File: config.mk
export PLATFORM = sky130hd
export DESIGN_NAME = lpht_queue
export DESIGN_NICKNAME = d
export VERILOG_FILES = /design/src/rtl/core/lpht_pkg.sv /design/src/rtl/core/lpht_queue.sv
export SDC_FILE = /design/constraint.sdc
export NUM_CORES = 1
export LEC_CHECK = 0
export BUFFER_PORTS_ARGS = -buffer_cell sky130_fd_sc_hd__buf_4
export CELL_PAD_IN_SITES_DETAIL_PLACEMENT = 0
export CELL_PAD_IN_SITES_GLOBAL_PLACEMENT = 1
export CORE_MARGIN = 8
export CORE_UTILIZATION = 40
export DETAILED_ROUTE_END_ITERATION = 7
export PLACE_DENSITY = 0.74
export SLEW_MARGIN = 0
export SYNTH_ARGS = -nofsm -noshare
export SYNTH_HDL_FRONTEND = slang
export SYNTH_SLANG_ARGS = --single-unit
File: constraint.sdc
create_clock -name clock -period 5.62 [get_ports clock]
set_input_delay 0.281 -clock clock [delete_from_list [all_inputs] [get_ports clock]]
set_output_delay 0.281 -clock clock [all_outputs]
set_load 0.01 [all_outputs]
File: src/rtl/core/lpht_pkg.sv
`timescale 1ns / 1ps
// ----------------------------------------------------------------------------
// lpht_pkg
// Shared types and constants of the linear probing hash table.
// ----------------------------------------------------------------------------
package lpht_pkg;

   localparam int TABLE_SLOTS_DEF = 256;
   localparam int KEY_BYTES_DEF   = 8;
   localparam int VALUE_BITS_DEF  = 32;

   localparam logic [63:0] FNV_START = 64'hcbf29ce484222325;
   localparam logic [63:0] FNV_MULT  = 64'h00000100000001b3;

   typedef enum logic [1:0] {
      ACT_LOOKUP = 2'd0,
      ACT_INSERT = 2'd1,
      ACT_DELETE = 2'd2,
      ACT_SCAN   = 2'd3
   } action_type;

   typedef enum logic [2:0] {
      ST_HIT  = 3'd0,
      ST_MISS = 3'd1,
      ST_NEW  = 3'd2,
      ST_FULL = 3'd3,
      ST_END  = 3'd4
   } status_type;

   typedef struct packed {
      logic [1:0]  action;
      logic [63:0] key_bytes;
      logic [3:0]  key_len;
      logic [31:0] new_value;
      logic [7:0]  start_slot;
   } req_type;

   typedef struct packed {
      logic [2:0]  status;
      logic [63:0] found_key;
      logic [3:0]  found_len;
      logic [31:0] found_value;
      logic [7:0]  found_slot;
      logic [8:0]  live_entries;
   } rsp_type;

   // Classified work item handed from the front to the back end
   typedef struct packed {
      logic [1:0]  action;
      logic [63:0] hash;
      logic [63:0] key;
      logic [3:0]  len;
      logic [31:0] value;
      logic [7:0]  start_slot;
   } work_type;

endpackage

File: src/rtl/core/lpht_queue.sv
`timescale 1ns / 1ps
// ----------------------------------------------------------------------------
// lpht_queue
// Two-entry queue of work items between the front and back ends.
// ----------------------------------------------------------------------------
module lpht_queue (
   input  logic clock,
   input  logic reset,
   input  logic in_valid,
   output logic in_ready,
   input  lpht_pkg::work_type in_work,
   output logic out_valid,
   input  logic out_ready,
   output lpht_pkg::work_type out_work
);
   import lpht_pkg::*;

   work_type   mem_ff [2];
   logic       wp_ff, wp_in, rp_ff, rp_in;
   logic [1:0] cnt_ff, cnt_in;
   logic       push, pop;

   assign in_ready  = cnt_ff != 2'd2;
   assign out_valid = cnt_ff != 2'd0;
   assign out_work  = mem_ff[rp_ff];
   assign push = in_valid && in_ready;
   assign pop  = out_valid && out_ready;

   always_comb begin
      wp_in  = wp_ff ^ push;
      rp_in  = rp_ff ^ pop;
      cnt_in = cnt_ff + {1'b0, push} - {1'b0, pop};
   end

   always_ff @(posedge clock) begin
      if (reset) begin
         wp_ff  <= 1'b0;
         rp_ff  <= 1'b0;
         cnt_ff <= '0;
      end else begin
         wp_ff  <= wp_in;
         rp_ff  <= rp_in;
         cnt_ff <= cnt_in;
      end
      if (push) mem_ff[wp_ff] <= in_work;
   end
endmodule

# Word-level counts from Yosys, hierarchy flattened
# Memories as Yosys holds them, arrays and structs flattened. A register that Yosys moved wholly into a read port is not among the register bits.
# Index checks and enable logic that the tools add are counted.
# classes
n_addsub,2
multipliers,0
div,0
n_lt_le_gt_ge,0
n_eq_ne,1
shifts,0
muxes,3
bitwise_logic,2
reduce_logical,3
# ops
cell,count
two-way mux 1 bit,3
adder 2 x 1 -> 2 bit,1
logical AND 1 bit,2
"!= test 2 bit, second input constant",1
nonzero test 2 bit,1
subtractor 2 x 1 -> 2 bit,1
XOR 1 bit,2
# totals
regBits,4
latch_bits,0
ramBits,348
mem_bits_ro,0
inputBits,178
out_inout_bits,176
elab_cells,15
n_memories,1
# memory_table
memory,depth,width,rd,rd_ports_with_merged_regs,write_ports,line,source
mem_ff,2,174,1,1,1,lpht_queue.sv:18,work_type mem_ff [2];

# Longest topological paths before layout
# Gate-level depths: netlist of the first run.
# logic_depth
word_depth,4
ltp_mapped,6
ltp_nobuf,6

# Least setup slack after synthesis of the first run
# Ideal clock, no wire load.
# synth_path
kind,reg2reg
startpoint,reg cnt_ff[0]
endpoint,mem mem_ff[0][0] (netlist name) (enable)
setup_ps,556
t_arrival_ps,4774
t_required_ps,5064
path_slack_ps,290
stages_incl_launch_ff,4
n_path_buf,0
synth_period_minus_slack_ps,5330
path_cell_list,dfxtp_1 -> nand2b_1 -> and2_1 -> ha_1
# synth_between
elab_chain_cells,4
# synth_rtl
item,line,source
"start, declared",lpht_queue.sv:20,"logic [1:0] cnt_ff, cnt_in;"
"start signal, assigned",lpht_queue.sv:43,cnt_ff <= cnt_in;
!= test 2 bit,lpht_queue.sv:23,assign in_ready = cnt_ff != 2'd2;
via in_ready,lpht_queue.sv:10,"output logic in_ready,"
logical AND 1 bit,lpht_queue.sv:26,assign push = in_valid && in_ready;
two-way mux 1 bit,lpht_queue.sv:45,if (push) mem_ff[wp_ff] <= in_work;
two-way mux 1 bit (not written as such),lpht_queue.sv:45,
"end, declared",lpht_queue.sv:18,
# The timed path passes the listed nets, and every way through them passes these cells.

==> results of run 1 <==
## kinds of logic (layout without fill, tap and decap cells)
group                      Yosys count  count (layout)  share of synthesized area
AOI/OAI and AO/OA                    5               5                    0.00284
buffers and inverters               20             606                     0.0125
other                                0               3                          0
muxes                              175             175                      0.154
adders and majority gates            2               2                    0.00195
xor gates and xnor gates             1               1                   0.000684
and+or+nand+nor                     13              13                    0.00528
DFF                                352             352                      0.823
## layer usage
metal	vias up	track usage
li1	3392	-
met1	3593	0.175
met2	246	0.270
met3	43	0.0501
met4	0	0.0430
met5	-	0
## per-stage QoR
step | instance area, sq um | worst slack (ps) | instances | util | power [mW]
6_report | 18800 | 2890 | 1559 | 0.597 | 7.52
5_1_grt | 18800 | 2810 | 1559 | 0.597 | 7.82
4_1_cts | 18800 | 2970 | 1556 | 0.597 | 7.61
3_5_place_dp | 15900 | 2980 | 1310 | 0.503 | 5.11
3_3_place_gp | 15900 | 3020 | 1310 | 0.503 | 5.09
2_1_floorplan | 12800 | 290 | 568 | - | 4.32
## state kept, by name, indices dropped and copies added (netlist names)
signal / flops
cnt_ff: 2
wp_ff: 1
mem_ff: 348
rp_ff: 1
## layout by cell type, fill, tap and decap left out
master	Yosys	routed
nor2_1	5	5
and3_4	0	1
clkinv_2	0	5
inv_1	1	1
edfxtp_1	348	348
dlygate4sd3_1	0	175
buf_12	0	2
diode_2	0	3
nor2b_1	3	3
ha_4	0	1
a32oi_1	1	1
buf_4	12	357
nand3_1	1	1
clkinv_4	0	1
clkbuf_1	0	8
or2_2	1	1
a21bo_1	1	1
clkinv_1	0	14
clkbuf_16	0	41
a211oi_1	1	1
mux2_2	175	175
and2_1	1	1
ha_1	2	1
o21ai_0	2	2
dfxtp_1	4	3
nand2b_1	1	1
bufinv_16	0	2
dfxtp_4	0	1
xor2_1	1	1
## what timing repair did
item	CTS	global route
hold buffers	175	0
endpoints found under the hold margin	351	0
gates resized for setup	0	0
## critical path: cells and delay by family (launching register included)
family / cells / cell delay (ps)
mux: 1 / 450
flops: 1 / 350
buf+inv: 2 / 620
## power groups by stage
stage          logic, mW  clock network [mW]  registers [mW]
2_1_floorplan      0.915                   0            3.41
3_3_place_gp        1.73                   0            3.36
3_5_place_dp        1.74                   0            3.37
4_1_cts             1.85                2.44            3.32
5_1_grt             1.93                2.54            3.35
6_report            1.82                2.38            3.32
## layout make-up
class | count | share of cell area
tap | 402 | 0.0267
antenna | 3 | 0.000398
inverter | 1 | 0.000199
sequential | 352 | 0.559
clock buffer | 49 | 0.0560
timing repair buffer | 534 | 0.237
multi-input combinational | 196 | 0.113
clock inverter | 22 | 0.00777
## path summary, 6_finish.rpt
check | start | to | slack [ps] | cells after the start
worst min-delay path | out_ready | rp_ff | 170 | 4
worst max-delay path | rp_ff | out_work[15] | 2890 | 3
worst max register to register | cnt_ff[0] | mem_ff[1][88] | 3050 | 3
worst min register to register | wp_ff | wp_ff | 620 | 3
==> flow_summary.ini, run 1 <==
[outcome]
outcome = finished, final reports clean

[routing]
viasPerCell = 4.67
wl_met3_um = 2200
drt-total-wl_um = 30300
dr_wl_met2_um = 15400
vias = 7274
post_drt_wl_per_cell_um = 19.4
drt-met1-wl_um = 12100
drt_iter0_markers = 332
highest_layer = met4
drc_errors = 0
ant_nets = 0
dr.pass1.iters = 4

[sta]
slew_violations = 0
setup_viol = 0
tightest_slew_ps = 1390
whs_ps = 171
hold_violations = 0
fin_worst_skew_ps = 9.05
max_slew_margin = 0.0727
fin_setup_tns_ps = 0
period_minus_slack_ps = 2730
fin_crit_sh = 0.486
fmax_mhz = 366
rsz0062_at_grt = false

[clock_tree]
cts_tree = built
cts_setup_buffers = 0
htreeDepth = 2
path_clk_slew_ps = 60
cts_buffers = 39
clockBufferDepth = 3
root_buffer = clkbuf_16
cts.sinks = 352
clk_latency_ps = 510

[worst_setup_path]
worstPathArrival_ps = 2450
startpoint_type = flip-flop
crit_required_ps = 5340
cp-end-kind = primary output
cpPeakStageDelay_ps = 460
path_class = flip-flop to primary output
crit_slowest_cell = buf_12
crit_chain = buf_12 -> mux2_2 -> buf_4
critPathMaxFanout = 175

[grt]
grt_max_degree = 176
grt_pass1_wl_um = 45900
grt_usage = 0.153
grt_overflow = 0
antenna_found_initial = 3
grt_pass1_vias = 7997

[power]
power.ir.vdd_worst_uv = 289
clock_power_share = 0.316
sequentialPowerShare = 0.441
p_int_mw = 5.62
power_density_nw_per_um2 = 399
leakage_nw = 7.05
netSwitchingFraction = 0.253
power_frac_comb = 0.242
switchingPower_mw = 1.90

[synth]
yosysWarningCount = 0
synthFlopType = edfxtp_1
ys_types = 20
synthTopCellsByArea = edfxtp_1, mux2_2, buf_4
netlist_area_sq_um = 12800
async_flop_share = 0
yosysTopAreaCell = edfxtp_1
yosysTopAreaCellShare = 0.817
synth_area_per_cell_sq_um = 22.5
syn_inst = 568
synth-seq-cells = 352
synth_most_common_cell = edfxtp_1
synth_edf_count = 348
ys_seq_area_frac = 0.823
synth_nets = 748
synth_common_cells = edfxtp_1, mux2_2, buf_4

[floorplanning]
die_w_um = 195
core_area_sq_um = 31600
die-area_sq_um = 38000
die_y_um = 195
ioPinCount = 354
start_util = 0.406
fp-row-count = 65

[flow_run]
cap_viol_max_count = 0

[finish]
finalNetCount = 1304
fillers = 2294
syn_to_final_growth_pct = 47.3
drive_gt1_frac = 0.509
seqCellArea_sq_um = 10500
multiInputGateArea_sq_um = 2130

[place]
portBuffers = 353
gp_congestion = 0.712
hpwl_um = 18500

[hold_path]
min_path_type = input pin to flip-flop
(Power assumes the default switching activity.)
==> inputs of run 2 (changes only) <==
CORE_UTILIZATION = 44   (was 40)
PLACE_DENSITY = 0.77   (was 0.74)
clock period = 2.62 ns   (was 5.62 ns; I/O delays follow)
==> flow_summary.ini, run 2 (synthesis results as in run 1) <==
[outcome]
outcome = finished, final reports clean

[clock_tree]
clk_latency_ps = 510
clockBufferDepth = 3
post_cts_resized = 0
cts_buffers = 37
htreeDepth = 2
root_buffer = clkbuf_16
cts_tree = built
cts.sinks = 352
path_clk_slew_ps = 60

[finish]
finalNetCount = 1314
layout_commonest_cell = buf_4
fillers = 1934
largest_register_ffs = 348
drive_gt1_frac = 0.513
final_cell_mix = buf_4, edfxtp_1, mux2_2, dlygate4sd3_1, clkbuf_16
top_register = mem_ff
syn_to_final_growth_pct = 47.5
reg.largest.list = mem_ff x348, cnt_ff x2

[floorplanning]
die_w_um = 187
die_y_um = 187
core_area_sq_um = 28700
ioPinCount = 354
start_util = 0.446
die-area_sq_um = 34800
fp-row-count = 62

[sta]
slew_violations = 0
fin_worst_skew_ps = 7.76
fmax_mhz = 443
setup_viol = 0
hold_violations = 0
tightest_slew_ps = 565
fin_setup_tns_ps = 0
fin_crit_sh = 0.862
period_minus_slack_ps = 2260
rsz0062_at_grt = false
max_slew_margin = 0.624

[power]
power_density_nw_per_um2 = 840
leakage_nw = 7.08
power.total_mw = 15.9
power.ir.vdd_worst_uv = 646

[routing]
viasPerCell = 4.73
dr.pass1.iters = 5
drt_iter0_markers = 371
drc_errors = 0
ant_nets = 0
drt-total-wl_um = 30300
vias = 7328
post_drt_wl_per_cell_um = 19.5

[worst_setup_path]
path_class = flip-flop to primary output
crit_required_ps = 2490
critPathMaxFanout = 31
startpoint_type = flip-flop
r2r_setup_slack_ps = 790
r2r_cells = 4
worstPathArrival_ps = 2130
cp-end-kind = primary output

[grt]
grt_pass1_vias = 8080
antenna_found_initial = 2
grt_usage = 0.167
grt_max_degree = 85
grt_overflow = 0
grt_pass1_wl_um = 46000

[hold_path]
min_path_type = input pin to flip-flop
holdPathStages = 4

[place]
gp_congestion = 0.741
portBuffers = 353
hpwl_um = 19700

[flow_run]
cap_viol_max_count = 0
[run 2: changes by cell type in the layout (fill, tap and decap cells not counted)]
cell       before  now
buf_4         357  364
buf_12          2    7
clkinv_1       14   11
bufinv_16       2    0
clkbuf_1        8   10
clkbuf_16      41   39
clkinv_2        5    3
inv_6           0    2
inv_8           0    1
[run 2: power breakdown]
group          switching, mW  internal [mW]  total, mW
Combinational           1.82           2.11       3.93
Sequential             0.215           6.97       7.19
Clock                   2.02           2.73       4.75
[run 2: path summary, 6_finish.rpt]
kind,from,end
worst max-delay path,rp_ff,out_work[0]
worst min-delay path,out_ready,rp_ff
worst max register to register,cnt_ff[0],mem_ff[0][162]
worst min register to register,wp_ff,wp_ff
[run 2: timing repair]
item                      in CTS  in global routing
setup buffers                  0                  0
hold buffers                 175                  0
hold endpoints to repair     352                  0
[run 2: worst max-delay path, cell delays in order, from the launching register on]
cell     delay [ps]
dfxtp_4         710
buf_4           360
mux2_2          380
buf_4           150
[run 2: cell type report]
class / count / area (sq um) / area share
multi-input cells: 196 / 2130 / 0.113
clock buffers: 49 / 1010 / 0.0537
flip-flops and latches: 352 / 10500 / 0.558
inverters: 1 / 3.75 / 0.000199
diodes: 3 / 7.51 / 0.000398
repair buffers: 546 / 4620 / 0.245
clock inverters: 18 / 93.8 / 0.00497
well taps: 384 / 480 / 0.0254
[run 2: metal layers]
layer | vias to the layer above | wire length (um) | track usage
met1 | 3598 | 11600 | 0.184
met5 | - | 0 | 0
met4 | 0 | 824 | 0.0559
met2 | 263 | 15600 | 0.298
li1 | 3410 | - | -
met3 | 57 | 2200 | 0.0556
[run 2: stage by stage]
step | std cells | setup slack, ps | hold slack, ps | utilization | area (sq um)
global placement | 1304 | 855 | 316 | 0.558 | 16000
CTS | 1546 | 309 | 3.31 | 0.658 | 18900
floorplan | 568 | 126 | 198 | - | 12800
global route | 1549 | 260 | 48.9 | 0.658 | 18900
finish | 1549 | 362 | 28.5 | 0.658 | 18900
detailed placement | 1304 | 834 | 318 | 0.558 | 16000
==> inputs of run 3 (changes only) <==
PLACE_DENSITY = default   (was 0.77)
PLACE_DENSITY_LB_ADDON = 0.1   (was default)
==> flow_summary.ini, run 3 (synthesis results as in run 1) <==
[outcome]
outcome = finished, final reports clean

[grt]
grt_max_degree = 132
top_usage_layer = met2
grt_pass1_vias = 8230
grt_usage = 0.171
grt_pass1_wl_um = 47000
use_met2 = 0.302
met3_usage = 0.0522
antenna_found_initial = 0
use_met1 = 0.199
grt_overflow = 0

[worst_setup_path]
crit_required_ps = 2490
cp-end-kind = primary output
path_delay_family = buffers and inverters
cpPeakStageDelay_ps = 540
worstPathArrival_ps = 2050
crit_slowest_cell = buf_12
crit_chain = buf_12 -> mux2_2 -> buf_4
critPathMaxFanout = 131
crit_buf_inv = 2
path_class = flip-flop to primary output
startpoint_type = flip-flop

[clock_tree]
cts_tree = built
clk_latency_ps = 510
htreeDepth = 2
cts.sinks = 352
clockBufferDepth = 3
root_buffer = clkbuf_16
path_clk_slew_ps = 60
cts_buffers = 37

[finish]
antenna_cells = 0
top_register = mem_ff
syn_to_final_growth_pct = 46.4
final_core_util = 0.653
final_cell_mix = buf_4, edfxtp_1, mux2_2, dlygate4sd3_1, clkbuf_16
drive_gt1_frac = 0.507
finalNetCount = 1303
layout_commonest_cell = buf_4
reg.largest.list = mem_ff x348, cnt_ff x2
largest_register_ffs = 348
postLayoutCellArea_sq_um = 18700
final_cells = 1533

[routing]
ant_nets = 0
vias = 7264
viasPerCell = 4.74
drc_errors = 0
dr.pass1.iters = 4
drt_iter0_markers = 299
drt-total-wl_um = 30900
post_drt_wl_per_cell_um = 20.1

[hold_path]
min_path_type = input pin to flip-flop

[floorplanning]
die_w_um = 187
die_y_um = 187
start_util = 0.446
ioPinCount = 354
fp-row-count = 62
core_area_sq_um = 28700
die-area_sq_um = 34800

[sta]
fin_worst_skew_ps = 15.8
fin_ws_ps = 436
fin_crit_sh = 0.833
rsz0062_at_grt = false
period_minus_slack_ps = 2180
max_slew_margin = 0.507
slew_violations = 0
fin_setup_tns_ps = 0
hold_violations = 0
tightest_slew_ps = 740
whs_ps = 22.1
setup_viol = 0
fmax_mhz = 458

[place]
portBuffers = 353
gp_congestion = 0.747
dpl_cell_area_sq_um = 15900
dpl_worst_slack_ps = 732
placedCellCount = 1293
hpwl_um = 19800

[power]
power_density_nw_per_um2 = 840
power.total_mw = 15.7
power.ir.vdd_worst_uv = 608
leakage_nw = 7.00

[flow_run]
cap_viol_max_count = 0
run 3: worst min-delay path, delay by kind of cell:
family / cells / cell delay, ps
buffers and inverters: 1 / 130
XOR/XNOR: 1 / 70
AO/OA/AOI/OAI: 1 / 90
AND/OR/NAND/NOR: 1 / 70
run 3: worst paths after layout:
path / to / start / slack (ps) / depth (start not counted)
setup / recovery: out_work[153] / rp_ff / 440 / 3
hold / removal: rp_ff / out_ready / 20 / 4
setup reg to reg: mem_ff[0][133] / cnt_ff[0] / 740 / 4
hold reg to reg: wp_ff / wp_ff / 610 / 3
run 3: cell type report:
cell class	count	area [sq um]
Tap cell	384	480
Clock inverter	13	57.6
Multi-Input combinational cell	196	2130
Inverter	1	3.75
Timing Repair Buffer	535	4520
Clock buffer	52	1020
Fill cell	2002	9960
Sequential cell	352	10500
run 3: power breakdown:
| part | total, mW | switching, mW | internal (mW) | leakage (nW) |
|---|---|---|---|---|
| clock network | 4.70 | 1.98 | 2.72 | 0.526 |
| logic | 3.91 | 1.87 | 2.04 | 3.18 |
| registers | 7.12 | 0.148 | 6.97 | 3.29 |
| total | 15.7 | 4.00 | 11.7 | 7.00 |
run 3: repair_timing:
| item | CTS | global route |
|---|---|---|
| hold buffers | 175 | 0 |
| endpoints found under the hold margin | 351 | 0 |
| buffers inserted | 0 | 0 |
| resized for setup | 0 | 0 |
run 3: layer usage:
| metal | routed length (um) | vias up |
|---|---|---|
| met5 | 0 | - |
| li1 | - | 3375 |
| met3 | 2150 | 56 |
| met2 | 15900 | 252 |
| met4 | 751 | 0 |
| met1 | 12100 | 3581 |
