`config.mk`:
```
export PLATFORM = sky130hd
export DESIGN_NAME = lpht_front
export DESIGN_NICKNAME = d
export VERILOG_FILES = /design/src/rtl/core/lpht_pkg.sv /design/src/rtl/core/lpht_front.sv
export SDC_FILE = /design/constraint.sdc
export NUM_CORES = 1
export LEC_CHECK = 0
export ABC_CLOCK_PERIOD_IN_PS = 6900
export BUFFER_PORTS_ARGS = -buffer_cell sky130_fd_sc_hd__buf_2
export CAP_MARGIN = 25
export CELL_PAD_IN_SITES_DETAIL_PLACEMENT = 0
export CELL_PAD_IN_SITES_GLOBAL_PLACEMENT = 1
export CORE_MARGIN = 10
export CORE_UTILIZATION = 42
export CTS_CLUSTER_SIZE = 8
export DETAILED_ROUTE_END_ITERATION = 8
export PLACE_DENSITY_LB_ADDON = 0.15
export SLEW_MARGIN = 0
export SYNTH_ARGS = -nofsm -noshare
export SYNTH_HDL_FRONTEND = slang
export SYNTH_SLANG_ARGS = --single-unit
```
`constraint.sdc`:
```
create_clock -name clock -period 6.9 [get_ports clock]
set_input_delay 0.69 -clock clock [delete_from_list [all_inputs] [get_ports clock]]
set_output_delay 0.69 -clock clock [all_outputs]
set_load 0.005 [all_outputs]
```
`src/rtl/core/lpht_pkg.sv`:
```
`timescale 1ns / 1ps
// ----------------------------------------------------------------------------
// lpht_pkg
// Shared types and constants of the linear probing hash table.
// ----------------------------------------------------------------------------
package lpht_pkg;

   localparam int TABLE_SLOTS_DEF = 256;
   localparam int KEY_BYTES_DEF   = 8;
   localparam int VALUE_BITS_DEF  = 32;

   localparam logic [63:0] FNV_START = 64'hcbf29ce484222325;
   localparam logic [63:0] FNV_MULT  = 64'h00000100000001b3;

   typedef enum logic [1:0] {
      ACT_LOOKUP = 2'd0,
      ACT_INSERT = 2'd1,
      ACT_DELETE = 2'd2,
      ACT_SCAN   = 2'd3
   } action_type;

   typedef enum logic [2:0] {
      ST_HIT  = 3'd0,
      ST_MISS = 3'd1,
      ST_NEW  = 3'd2,
      ST_FULL = 3'd3,
      ST_END  = 3'd4
   } status_type;

   typedef struct packed {
      logic [1:0]  action;
      logic [63:0] key_bytes;
      logic [3:0]  key_len;
      logic [31:0] new_value;
      logic [7:0]  start_slot;
   } req_type;

   typedef struct packed {
      logic [2:0]  status;
      logic [63:0] found_key;
      logic [3:0]  found_len;
      logic [31:0] found_value;
      logic [7:0]  found_slot;
      logic [8:0]  live_entries;
   } rsp_type;

   // Classified work item handed from the front to the back end
   typedef struct packed {
      logic [1:0]  action;
      logic [63:0] hash;
      logic [63:0] key;
      logic [3:0]  len;
      logic [31:0] value;
      logic [7:0]  start_slot;
   } work_type;

endpackage

```
`src/rtl/core/lpht_front.sv`:
```
`timescale 1ns / 1ps
// ----------------------------------------------------------------------------
// lpht_front
// Accepts a request, masks the key and hashes it with FNV-1a 64, one byte a
// cycle, then hands the work item to the queue.
// ----------------------------------------------------------------------------
module lpht_front #(
   parameter int KEY_BYTES  = 8,
   parameter int VALUE_BITS = 32
) (
   input  logic clock,
   input  logic reset,
   input  logic in_valid,
   output logic in_ready,
   input  lpht_pkg::req_type in_req,
   output logic out_valid,
   input  logic out_ready,
   output lpht_pkg::work_type out_work
);
   import lpht_pkg::*;

   logic       busy_ff, busy_in;
   logic       done_ff, done_in;
   logic [3:0] cnt_ff, cnt_in;
   work_type   work_ff, work_in;

   logic [3:0]  len_c;
   logic [63:0] key_c;
   logic [63:0] bmask;
   logic [7:0]  byte_c;
   logic [63:0] val_mask;
   logic [63:0] hx_c;
   logic [63:0] hmul_c;

   always_comb begin
      len_c = (in_req.key_len > 4'(KEY_BYTES)) ? 4'(KEY_BYTES) : in_req.key_len;
      bmask = (len_c >= 4'd8) ? '1 : ((64'd1 << {len_c[2:0], 3'b000}) - 64'd1);
      key_c = in_req.key_bytes & bmask;
      val_mask = (VALUE_BITS >= 64) ? '1 : ((64'd1 << VALUE_BITS) - 64'd1);
      byte_c = work_ff.key[{cnt_ff[2:0], 3'b000} +: 8];
      hx_c = work_ff.hash ^ {56'd0, byte_c};
      // FNV prime is 2^40 + 0x1b3: multiply as a sum of shifts
      hmul_c = (hx_c << 40) + (hx_c << 8) + (hx_c << 7) + (hx_c << 5)
               + (hx_c << 4) + (hx_c << 1) + hx_c;
   end

   assign in_ready  = !busy_ff;
   assign out_valid = done_ff;
   assign out_work  = work_ff;

   always_comb begin
      busy_in = busy_ff;
      done_in = done_ff;
      cnt_in  = cnt_ff;
      work_in = work_ff;
      if (!busy_ff) begin
         if (in_valid) begin
            busy_in            = 1'b1;
            done_in            = 1'b0;
            cnt_in             = '0;
            work_in.action     = in_req.action;
            work_in.hash       = FNV_START;
            work_in.key        = key_c;
            work_in.len        = len_c;
            work_in.value      = in_req.new_value & val_mask[31:0];
            work_in.start_slot = in_req.start_slot;
         end
      end else if (!done_ff) begin
         if (cnt_ff < work_ff.len) begin
            work_in.hash = hmul_c;
            cnt_in       = cnt_ff + 4'd1;
         end else begin
            done_in = 1'b1;
         end
      end else if (out_ready) begin
         done_in = 1'b0;
         busy_in = 1'b0;
      end
   end

   always_ff @(posedge clock) begin
      if (reset) begin
         busy_ff <= 1'b0;
         done_ff <= 1'b0;
         cnt_ff  <= '0;
      end else begin
         busy_ff <= busy_in;
         done_ff <= done_in;
         cnt_ff  <= cnt_in;
      end
      work_ff <= work_in;
   end
endmodule

```
## Yosys cells after proc, flatten, opt, wreduce, memory -nomap -nowiden

Index checks and enable logic that the tools add are counted.

| word-level totals | value |
|---|---|
| register bits after elaboration | 180 |
| input port bits | 114 |
| output and inout bits | 176 |
| logic and storage cells | 49 |

| cells by class | value |
|---|---|
| add/subtract/negate cells | 8 |
| order comparisons | 3 |
| eq/ne operators | 2 |
| shift-type cells | 2 |
| multiplexer cells | 18 |
| bitwise operators | 3 |
| reductions and logical operators | 4 |

Operators by type and width:

| operator | number |
|---|---|
| $add 64x64->64 | 6 |
| $mux 64 | 4 |
| $mux 172 | 1 |
| $and 64x64->64 | 1 |
| $shiftx 64x7->8 | 1 |
| $shl 1x6->64 const A | 1 |
| $sub 64x1->64 const B | 1 |
| $xor 64x8->64 | 1 |
| $mux 4 | 5 |
| $mux 1 | 8 |
| $add 4x1->4 const B | 1 |
| $ge 4x4->1 const B | 1 |
| $gt 4x4->1 const B | 1 |
| $lt 4x4->1 | 1 |
| $reduce_and 3->1 | 1 |
| $ne 2x1->1 const B | 1 |
| $ne 2x2->1 const B | 1 |
| $reduce_and 2->1 | 1 |
| $reduce_bool 2->1 | 1 |
| $logic_not 1->1 | 1 |
| $not 1->1 | 1 |

## Longest topological paths before layout

Gate-level depths: netlist of run 1.

| logic depth | value |
|---|---|
| depth in word-level cells | 11 |
| gate-level depth with buffers | 23 |
| depth with buffers taken out | 22 |

## Worst setup path before layout of run 1

No wires, ideal clock.

| path | value |
|---|---|
| kind | register -> register |
| start | register cnt_ff[0] |
| end | register work_ff (netlist bit out_work[171]) (data pin) |
| setup time | 0.271 ns |
| arrival | 6.378 ns |
| data required time | 6.629 ns |
| path slack | 0.250 ns |
| stages on the path, launching flop included | 23 |
| buffers on the path | 2 |
| period minus slack after synthesis | 6.650 ns |
| path through | dfxtp_1 -> buf_2 -> buf_1 -> mux4_2 -> mux2i_1 -> xor2_1 -> inv_1 -> fa_1 -> inv_1 -> fa_1 -> inv_1 -> fa_1 -> ha_1 -> ha_1 -> a21o_1 -> a31oi_1 -> o21ai_0 -> o2111ai_2 -> a31oi_4 -> o31ai_2 -> o221ai_1 -> xnor2_1 -> a21oi_1 |

RTL lines:

| item | RTL line | source |
|---|---|---|
| start, declared | lpht_front.sv:24 | `logic [3:0] cnt_ff, cnt_in;` |
| start signal, assigned | lpht_front.sv:89 | `cnt_ff <= cnt_in;` |
| end signal, assigned | lpht_front.sv:91 | `work_ff <= work_in;` |
| end, declared | lpht_front.sv:25 | `work_type work_ff, work_in;` |

==> results.sh, run 1 <==
export IMPL_outcome="completed"
export IMPL_overall_fraction_of_global_route_tracks_in_use_pct=21.4
export IMPL_num_nets_final=2104
export IMPL_clk_pin_slew_worst_paths_ns=0.08
export IMPL_cap_violations=0
export IMPL_pin_count=290
export IMPL_start_util_pct=42.7
export IMPL_crit_type="flip-flop to flip-flop"
export IMPL_cell_area_after_synthesis_sq_um=16500
export IMPL_routedWlPerCell_um=22.9
export IMPL_worst_slew_pin_transition_ns=0.996
export IMPL_ant_nets=0
export IMPL_initialDrtViolationCount=756
export IMPL_htreeDepth=4
export IMPL_final_cell_mix="sky130_fd_sc_hd__buf_2, sky130_fd_sc_hd__fa_1, sky130_fd_sc_hd__edfxtp_1"
export IMPL_drt_wl_total_mm=49.5
export IMPL_maxClockFrequency_mhz=153
export IMPL_mostFrequentLayoutCell="sky130_fd_sc_hd__buf_2"
export IMPL_hold_class="input pin to flip-flop"
export IMPL_ys_types=63
export IMPL_post_cts_buffers=0
export IMPL_synth_edf_count=174
export IMPL_timing_final_max_slew_violations=0
export IMPL_cts_made_buffers=17
export IMPL_critPathMaxStageDelay_ns=0.54
export IMPL_grt_pass1_wl_mm=77.1
export IMPL_die_area_sq_um=47700
export IMPL_die_h_um=218
export IMPL_startpoint="cnt_ff[0]"
export IMPL_drtPass1Iterations=5
export IMPL_required_worst_endpoint_ns=7.08
export IMPL_timing_hold_worst_start="in_req[27]"
export IMPL_placement_rows=72
export IMPL_synthCells=1342
export IMPL_regToRegSetupSlack_ns=0.36
export IMPL_via_count_of_the_routed_design=11448
export IMPL_cts_root_to_sink_buffers=2
export IMPL_grt_setup_unrepaired="no"
export IMPL_coreArea_sq_um=38700
export IMPL_ctsResizeCount=0
export IMPL_ys_warnings_count=0
export IMPL_setup_worst_path_start_class="flip-flop"
export IMPL_worstPathArrival_ns=6.72
export IMPL_number_of_antenna_violations_at_the_first_check_in_global_routing=0
export IMPL_worst_path_max_fanout=20
export IMPL_first_global_vias=12624
export IMPL_cts_tree="built"
export IMPL_synth_ff_latch_count=180
export IMPL_rr_startpoint="cnt_ff[0]"
export IMPL_postSynth_asyncResetShare_pct=0
export IMPL_setup_total_negative_slack_ns=0
export IMPL_cp_end_kind="flip-flop"
export IMPL_timing_max_slew_rel_slack_pct=33.6
export IMPL_root_buffer="sky130_fd_sc_hd__clkbuf_16"
export IMPL_detailed_route_vias_per_instance=5.30
export IMPL_dpl_hpwl_mm=40.2
export IMPL_final_weighted_congestion_of_routability_driven_global_placement=0.905
export IMPL_critical_path_slowest_cell="sky130_fd_sc_hd__fa_1"
export IMPL_worst_skew_pair_late_latency_ns=0.47
export IMPL_finish_stage_setup_viols=0
export IMPL_postCtsHoldBufs=0
export IMPL_antenna_cells=0
export IMPL_grt_overflow_total=0
export IMPL_drive_gt1_share_pct=22.6
export IMPL_synth_yosys_seq_area_share_pct=32.4
export IMPL_detail_route_drc_violations=0
export IMPL_post_syn_area_per_cell_sq_um=12.3
export IMPL_post_syn_nets=1816
export IMPL_fin_skew_ns=0.0159
export IMPL_dominant_synthesized_flop_cell="sky130_fd_sc_hd__edfxtp_1"
export IMPL_crit_path_frequent_cell="sky130_fd_sc_hd__fa_1"
export IMPL_tritoncts_num_sinks=180
export IMPL_worstPathCellList="buf_12 > mux4_2 > mux2i_1 > xnor2_1 > inv_1 > fa_1 > inv_1 > fa_1 > fa_1 > ha_1 > ha_1 > a21o_1 > a21oi_1 > a2111oi_2 > o2111ai_2 > a31oi_4 > o31ai_2 > o221ai_1 > xnor2_1 > a21oi_1"
export IMPL_count_of_endpoints_failing_hold_in_the_final_timing_report=0
export IMPL_grt_start_max_net_pins=78
export IMPL_timing_final_crit_share_pct=94.8
export IMPL_flow_area_growth_from_synthesis_pct=16.4
export IMPL_floorplan_die_width_um=218
export IMPL_finalWorstPathRequiredPeriod_ns=6.54
export IMPL_i_o_buffers=289
final cells by class:
| cell class | instances | area (sq um) |
|---|---|---|
| tap | 518 | 648 |
| multi-input combinational | 998 | 10600 |
| timing repair buffer | 304 | 1570 |
| clock inverter | 14 | 188 |
| sequential | 180 | 5350 |
| clock buffer | 17 | 425 |
| inverter | 129 | 487 |
| fill | 3577 | 19500 |
cell families (layout without fill, tap and decap cells):
kind of cell,Yosys count,count (layout),share of synthesized area (%)
multiplexers,28,28,2.92
XOR/XNOR,79,79,4.19
AND/OR/NAND/NOR,280,280,8.45
buffers and inverters,164,464,3.77
adder cells (fa/ha/maj),360,360,38.4
flip-flops,180,180,32.4
AO/OA/AOI/OAI,251,251,9.93
synth_stat cells, types with 3 or more instances:
library cell                number  area share (%)
sky130_fd_sc_hd__a2111oi_0       4            0.21
sky130_fd_sc_hd__a211oi_1        9            0.41
sky130_fd_sc_hd__a21boi_0        4            0.18
sky130_fd_sc_hd__a21boi_1        3            0.14
sky130_fd_sc_hd__a21o_1         26             1.2
sky130_fd_sc_hd__a21oi_1        74             2.2
sky130_fd_sc_hd__a311oi_1        3            0.16
sky130_fd_sc_hd__a31oi_1        13            0.49
sky130_fd_sc_hd__and2_1         17            0.64
sky130_fd_sc_hd__and3_1          7            0.27
sky130_fd_sc_hd__buf_2           6            0.18
sky130_fd_sc_hd__clkbuf_1       27            0.61
sky130_fd_sc_hd__dfxtp_1         6            0.73
sky130_fd_sc_hd__edfxtp_1      174              32
sky130_fd_sc_hd__fa_1          245              30
sky130_fd_sc_hd__ha_1          115             8.7
sky130_fd_sc_hd__inv_1         128             2.9
sky130_fd_sc_hd__mux2i_1        11            0.67
sky130_fd_sc_hd__mux4_2         16             2.2
sky130_fd_sc_hd__nand2_1        62             1.4
sky130_fd_sc_hd__nand2b_1        8            0.30
sky130_fd_sc_hd__nand3_1        11            0.33
sky130_fd_sc_hd__nand4_1        15            0.57
sky130_fd_sc_hd__nor2_1         68             1.5
sky130_fd_sc_hd__nor2b_1        63             2.4
sky130_fd_sc_hd__nor3_1         18            0.55
sky130_fd_sc_hd__o211ai_1        3            0.14
sky130_fd_sc_hd__o21a_1          8            0.36
sky130_fd_sc_hd__o21ai_0        39             1.2
sky130_fd_sc_hd__o21ai_1        28            0.85
sky130_fd_sc_hd__o21bai_1        9            0.41
sky130_fd_sc_hd__o31ai_2         4            0.30
sky130_fd_sc_hd__or3_1           3            0.11
sky130_fd_sc_hd__xnor2_1        44             2.3
sky130_fd_sc_hd__xor2_1         35             1.9
sequential cells by signal, indices dropped and copies added (netlist names):
name / flops
out_valid: 1
busy_ff: 1
out_work: 174
cnt_ff: 4
through the flow:
stage	hold slack [ns]	std cells	setup WS, ns	instance area, sq um	utilization, %
after floorplan	0.514	1342	0.250	16500	-
after global placement	0.550	2129	0.380	18600	48.0
after detailed placement	0.547	2129	0.259	18600	48.0
after CTS	0.362	2160	0.221	19200	49.6
after global routing	0.365	2160	0.00869	19200	49.6
final	0.391	2160	0.357	19200	49.6
worst max-delay path: cells and delay by family (launching register included):
family,cells,cell delay (ns)
AO/OA/AOI/OAI,8,1.94
XOR/XNOR,2,0.55
adder cells (fa/ha/maj),5,2.20
buffers and inverters,3,0.48
flip-flops,1,0.36
multiplexers,2,0.71
layer usage:
| layer | vias to the layer above | wire [um] | GRT usage, % |
|---|---|---|---|
| met4 | 0 | 765 | 5.05 |
| met2 | 350 | 23600 | 34.1 |
| met3 | 34 | 4030 | 7.49 |
| met5 | - | 0 | 0 |
| li1 | 5242 | - | - |
| met1 | 5822 | 21100 | 27.6 |
worst paths after layout:
check,end,cells after the start
max reg2reg,out_work[171],20
max,out_work[171],20
min,out_work[27],1
min reg2reg,cnt_ff[3],2
Power of run 1 is not shown: default switching activity piles up to over one toggle a cycle in this logic, so the estimate is an artifact.
==> inputs of run 2 (changes only) <==
- ABC_AREA: not set -> 1
- CORE_UTILIZATION: 42 -> 40
- PLACE_DENSITY_LB_ADDON: 0.15 -> 0.1
==> results.sh, run 2 <==
export IMPL_hold_class="input pin to flip-flop"
export IMPL_post_route_worst_setup_slack_ns=0.684
export IMPL_timing_max_slew_rel_slack_pct=35.1
export IMPL_pin_count=290
export IMPL_postSynth_asyncResetShare_pct=0
export IMPL_ys_types=45
export IMPL_n_fill_cell=4616
export IMPL_worst_slew_pin_transition_ns=0.973
export IMPL_htreeDepth=4
export IMPL_post_syn_nets=2654
export IMPL_grt_start_max_net_pins=77
export IMPL_ant_nets=0
export IMPL_maxClockFrequency_mhz=161
export IMPL_crit_type="flip-flop to flip-flop"
export IMPL_setup_worst_path_start_class="flip-flop"
export IMPL_cts_made_buffers=17
export IMPL_critical_path_top_delay_family="adder cells"
export IMPL_root_buffer="sky130_fd_sc_hd__clkbuf_16"
export IMPL_final_weighted_congestion_of_routability_driven_global_placement=1.01
export IMPL_via_count_of_the_routed_design=15281
export IMPL_coreArea_sq_um=45700
export IMPL_synthCells=2180
export IMPL_detail_route_drc_violations=0
export IMPL_synth_ff_latch_count=180
export IMPL_synth_yosys_seq_area_share_pct=28.7
export IMPL_start_util_pct=40.8
export IMPL_mostFrequentLayoutCell="sky130_fd_sc_hd__nand2_1"
export IMPL_postCtsHoldBufs=0
export IMPL_overall_fraction_of_global_route_tracks_in_use_pct=25.0
export IMPL_grt_pass1_wl_mm=104
export IMPL_initialDrtViolationCount=1014
export IMPL_dpl_hpwl_mm=58.1
export IMPL_worst_skew_pair_late_latency_ns=0.51
export IMPL_post_syn_area_per_cell_sq_um=8.54
export IMPL_synth_edf_count=174
export IMPL_drive_gt1_share_pct=14.4
export IMPL_finalWorstPathRequiredPeriod_ns=6.22
export IMPL_dominant_synthesized_flop_cell="sky130_fd_sc_hd__edfxtp_1"
export IMPL_critical_path_slowest_cell="sky130_fd_sc_hd__fa_1"
export IMPL_placement_rows=78
export IMPL_floorplan_die_width_um=236
export IMPL_cp_end_kind="flip-flop"
export IMPL_ys_warnings_count=0
export IMPL_worst_path_max_fanout=15
export IMPL_final_cell_mix="sky130_fd_sc_hd__nand2_1, sky130_fd_sc_hd__inv_1, sky130_fd_sc_hd__buf_2"
export IMPL_routedWlPerCell_um=22.1
export IMPL_flow_area_growth_from_synthesis_pct=15.2
export IMPL_cp_num_buf_inv=3
export IMPL_worstPathArrival_ns=6.45
export IMPL_placement_setup_worst_slack_ns=0.720
export IMPL_yosys_area_top_type="sky130_fd_sc_hd__edfxtp_1"
export IMPL_synth_most_common_cell="sky130_fd_sc_hd__nand2_1"
export IMPL_synth_top_cell_area_share_pct=28.1
export IMPL_cts_tree="built"
export IMPL_cap_violations=0
export IMPL_post_cts_buffers=0
export IMPL_synthTopCellsByCount="sky130_fd_sc_hd__nand2_1, sky130_fd_sc_hd__inv_1, sky130_fd_sc_hd__fa_1"
export IMPL_fin_skew_ns=0.0154
export IMPL_critPathMaxStageDelay_ns=0.55
export IMPL_tritoncts_num_sinks=180
export IMPL_finish_stage_setup_viols=0
export IMPL_grt_overflow_total=0
export IMPL_die_area_sq_um=55600
export IMPL_dpl_cell_count=3056
export IMPL_count_of_endpoints_failing_hold_in_the_final_timing_report=0
export IMPL_timing_final_crit_share_pct=90.1
export IMPL_drtPass1Iterations=8
export IMPL_netlist_top_cells_area="sky130_fd_sc_hd__edfxtp_1, sky130_fd_sc_hd__fa_1, sky130_fd_sc_hd__nand2_1, sky130_fd_sc_hd__inv_1, sky130_fd_sc_hd__ha_1"
export IMPL_required_worst_endpoint_ns=7.14
export IMPL_die_h_um=236
export IMPL_drt_wl_total_mm=68.4
export IMPL_cts_root_to_sink_buffers=2
export IMPL_first_global_vias=16576
export IMPL_timing_final_max_slew_violations=0
export IMPL_fin_hold_ws_ns=0.347
export IMPL_num_nets_final=2949
export IMPL_setup_total_negative_slack_ns=0
export IMPL_number_of_antenna_violations_at_the_first_check_in_global_routing=1
export IMPL_detailed_route_vias_per_instance=4.95
export IMPL_worstPathCellList="inv_1 > o21ai_0 > o221ai_1 > o21ai_1 > xnor2_1 > inv_1 > fa_1 > inv_1 > fa_1 > fa_1 > ha_1 > ha_1 > nand2_1 > nor2_1 > nand3_1 > nand2_1 > nand3_1 > nand3_1 > nand2_1 > nand2_1 > nand2_1 > nand3_1 > nand2_1"
export IMPL_cell_area_after_synthesis_sq_um=18600
export IMPL_outcome="completed"
export IMPL_grt_setup_unrepaired="no"
export IMPL_i_o_buffers=289
export IMPL_clk_pin_slew_worst_paths_ns=0.08
export IMPL_largest_register_ff_count=174
export IMPL_crit_path_frequent_cell="sky130_fd_sc_hd__nand2_1"
export IMPL_finish_cell_count_without_fillers=3089
export IMPL_ctsResizeCount=0
[run 2: cell types whose count changed after synthesis, moves of 18 or more]
cell,previous run,this run
sky130_fd_sc_hd__nand2_1,62,580
sky130_fd_sc_hd__inv_1,128,455
sky130_fd_sc_hd__nor2_1,68,237
sky130_fd_sc_hd__nand3_1,11,90
sky130_fd_sc_hd__nor2b_1,63,0
sky130_fd_sc_hd__xnor2_1,44,20
sky130_fd_sc_hd__a21o_1,26,4
sky130_fd_sc_hd__xor2_1,35,15
sky130_fd_sc_hd__o21ai_1,28,10
[run 2: kinds of logic after synthesis]
| group | Yosys count | share of synthesized area, % |
|---|---|---|
| xor gates and xnor gates | 37 | 1.88 |
| adders and majority gates | 360 | 34.1 |
| and+or+nand+nor | 943 | 20.1 |
| DFF | 180 | 28.7 |
| AOI/OAI and AO/OA | 175 | 5.26 |
| buffers and inverters | 485 | 9.93 |
[run 2: worst paths after layout]
kind                   endpoint  cells past startpoint        from  slack, ns
setup / recovery  out_work[152]                     23   cnt_ff[1]       0.68
hold / removal     out_work[23]                      1  in_req[23]       0.35
setup reg to reg  out_work[152]                     23   cnt_ff[1]       0.68
hold reg to reg       out_valid                      2   out_valid       0.52
[run 2: worst reg2reg max path: cells and delay by family (launching register included)]
kind            cells  cell delay [ns]
xor+xnor            1             0.43
simple gates       11             1.67
fa+ha+maj           5             2.22
buf+inv             3             0.70
compound gates      3             0.61
flops               1             0.32
[run 2: final cells by class]
class,instances,area [sq um],area share [%]
antenna,1,2.50,0.0117
clock inverter,15,203,0.945
multi-input combinational,1515,11400,53.3
tap,600,751,3.50
inverter,460,1730,8.08
sequential,180,5350,24.9
clock buffer,17,425,1.98
timing repair buffer,301,1560,7.26
[run 2: through the flow]
step	area, sq um	utilization, %
after floorplan	18600	-
after CTS	21400	46.9
after global placement	20800	45.5
after global routing	21400	46.9
final	21400	46.9
after detailed placement	20800	45.6
[run 2: metal layers]
layer / share of wire (%) / vias to the layer above / routed length [um] / GRT usage, %
met3: 6.9 / 66 / 4740 / 6.48
met4: 2.9 / 0 / 1990 / 8.48
met2: 50 / 477 / 34200 / 43.2
met1: 40 / 7414 / 27400 / 29.6
li1: - / 7324 / - / -
met5: 0 / - / 0 / 0
Power of run 2 is left out for the same reason.
==> inputs of run 3 (changes only) <==
- PLACE_DENSITY: not set -> 0.8
- PLACE_DENSITY_LB_ADDON: 0.1 -> not set
==> results.sh, run 3 (same netlist as run 2, synthesis figures left out) <==
export IMPL_worst_r2r_cell_count=26
export IMPL_regToRegSetupSlack_ns=0.49
export IMPL_setup_worst_path_start_class="flip-flop"
export IMPL_final_cell_mix="sky130_fd_sc_hd__nand2_1, sky130_fd_sc_hd__inv_1, sky130_fd_sc_hd__buf_2"
export IMPL_grt_start_max_net_pins=57
export IMPL_overall_fraction_of_global_route_tracks_in_use_pct=24.0
export IMPL_dpl_hpwl_mm=56.7
export IMPL_clk_pin_slew_worst_paths_ns=0.10
export IMPL_grt_overflow_total=0
export IMPL_hold_path_end="out_work[39]"
export IMPL_hold_class="input pin to flip-flop"
export IMPL_initialDrtViolationCount=1191
export IMPL_placement_rows=78
export IMPL_grt_setup_unrepaired="no"
export IMPL_mostFrequentLayoutCell="sky130_fd_sc_hd__nand2_1"
export IMPL_detail_route_drc_violations=0
export IMPL_routedWlPerCell_um=21.6
export IMPL_coreArea_sq_um=45700
export IMPL_multiInputGateArea_sq_um=11400
export IMPL_cts_tree="built"
export IMPL_critPathMaxStageDelay_ns=0.61
export IMPL_drive_gt1_share_pct=14.4
export IMPL_hold_path_cell_cnt=1
export IMPL_finish_stage_setup_viols=0
export IMPL_floorplan_die_width_um=236
export IMPL_cp_num_buf_inv=5
export IMPL_first_global_vias=16155
export IMPL_worst_skew_pair_late_latency_ns=0.47
export IMPL_reg2reg_to="out_work[157]"
export IMPL_crit_type="flip-flop to flip-flop"
export IMPL_ff_latch_area_sq_um=5350
export IMPL_grt_pass1_wl_mm=101
export IMPL_flow_area_growth_from_synthesis_pct=15.3
export IMPL_timing_max_slew_rel_slack_pct=36.7
export IMPL_n_fill_cell=4530
export IMPL_crit_path_frequent_cell="sky130_fd_sc_hd__nand2_1"
export IMPL_drtPass1Iterations=6
export IMPL_root_buffer="sky130_fd_sc_hd__clkbuf_16"
export IMPL_start_util_pct=40.8
export IMPL_required_worst_endpoint_ns=7.11
export IMPL_rr_startpoint="cnt_ff[0]"
export IMPL_htreeDepth=4
export IMPL_timing_hold_worst_start="in_req[39]"
export IMPL_critical_path_top_delay_family="adder cells"
export IMPL_count_of_endpoints_failing_hold_in_the_final_timing_report=0
export IMPL_outcome="completed"
export IMPL_ant_nets=0
export IMPL_cts_root_to_sink_buffers=2
export IMPL_die_h_um=236
export IMPL_critical_path_slowest_cell="sky130_fd_sc_hd__dfxtp_1"
export IMPL_fin_skew_ns=0.0169
export IMPL_worstPathArrival_ns=6.62
export IMPL_worst_slew_pin_transition_ns=0.949
export IMPL_tritoncts_num_sinks=180
export IMPL_drt_wl_total_mm=66.9
export IMPL_postCtsHoldBufs=0
export IMPL_timing_final_crit_share_pct=92.9
export IMPL_cap_violations=0
export IMPL_setup_total_negative_slack_ns=0
export IMPL_cts_made_buffers=17
export IMPL_number_of_antenna_violations_at_the_first_check_in_global_routing=3
export IMPL_finalWorstPathRequiredPeriod_ns=6.41
export IMPL_pin_count=290
export IMPL_fin_hold_ws_ns=0.387
export IMPL_num_nets_final=2949
export IMPL_timing_final_max_slew_violations=0
export IMPL_i_o_buffers=289
export IMPL_final_weighted_congestion_of_routability_driven_global_placement=1.01
export IMPL_largest_register_ff_count=174
export IMPL_detailed_route_vias_per_instance=4.98
export IMPL_post_cts_buffers=0
export IMPL_cp_end_kind="flip-flop"
export IMPL_die_area_sq_um=55600
export IMPL_via_count_of_the_routed_design=15377
export IMPL_worst_path_max_fanout=25
export IMPL_maxClockFrequency_mhz=156
export IMPL_path_depth=26
export IMPL_ctsResizeCount=0
## run 3: layout make-up
| class | count | area share, % |
|---|---|---|
| timing repair buffer | 301 | 7.26 |
| tap | 600 | 3.50 |
| clock inverter | 15 | 1.00 |
| sequential | 180 | 24.9 |
| clock buffer | 17 | 1.98 |
| inverter | 460 | 8.07 |
| multi-input combinational | 1515 | 53.3 |
| antenna | 1 | 0.0117 |
## run 3: worst max-delay path by stage
stage               from            end  slack, ns
2_1_floorplan  cnt_ff[1]  out_work[139]       1.69
3_3_place_gp   cnt_ff[0]  out_work[157]       0.60
3_5_place_dp   cnt_ff[0]  out_work[169]       0.57
4_1_cts        cnt_ff[0]  out_work[157]       0.56
5_1_grt        cnt_ff[0]  out_work[153]       0.13
6_report       cnt_ff[0]  out_work[157]       0.49
## run 3: through the flow
step                worst slack, ns  util [%]  cell area (sq um)  std cells
finish                        0.493      47.0              21500       3089
global route                  0.126      47.0              21500       3089
CTS                           0.562      47.0              21500       3088
detailed placement            0.569      45.6              20800       3056
global placement              0.598      45.5              20800       3055
floorplan                      1.69         -              18600       2180
## run 3: metal layers
layer	wire length, um	track usage [%]	share of wire (%)	up-vias
li1	-	-	-	7306
met1	27200	30.0	41	7497
met2	32900	40.5	49	503
met3	4590	4.73	6.9	69
met4	2200	8.46	3.3	2
met5	13	0	0.019	-
Power of run 3 is left out for the same reason.
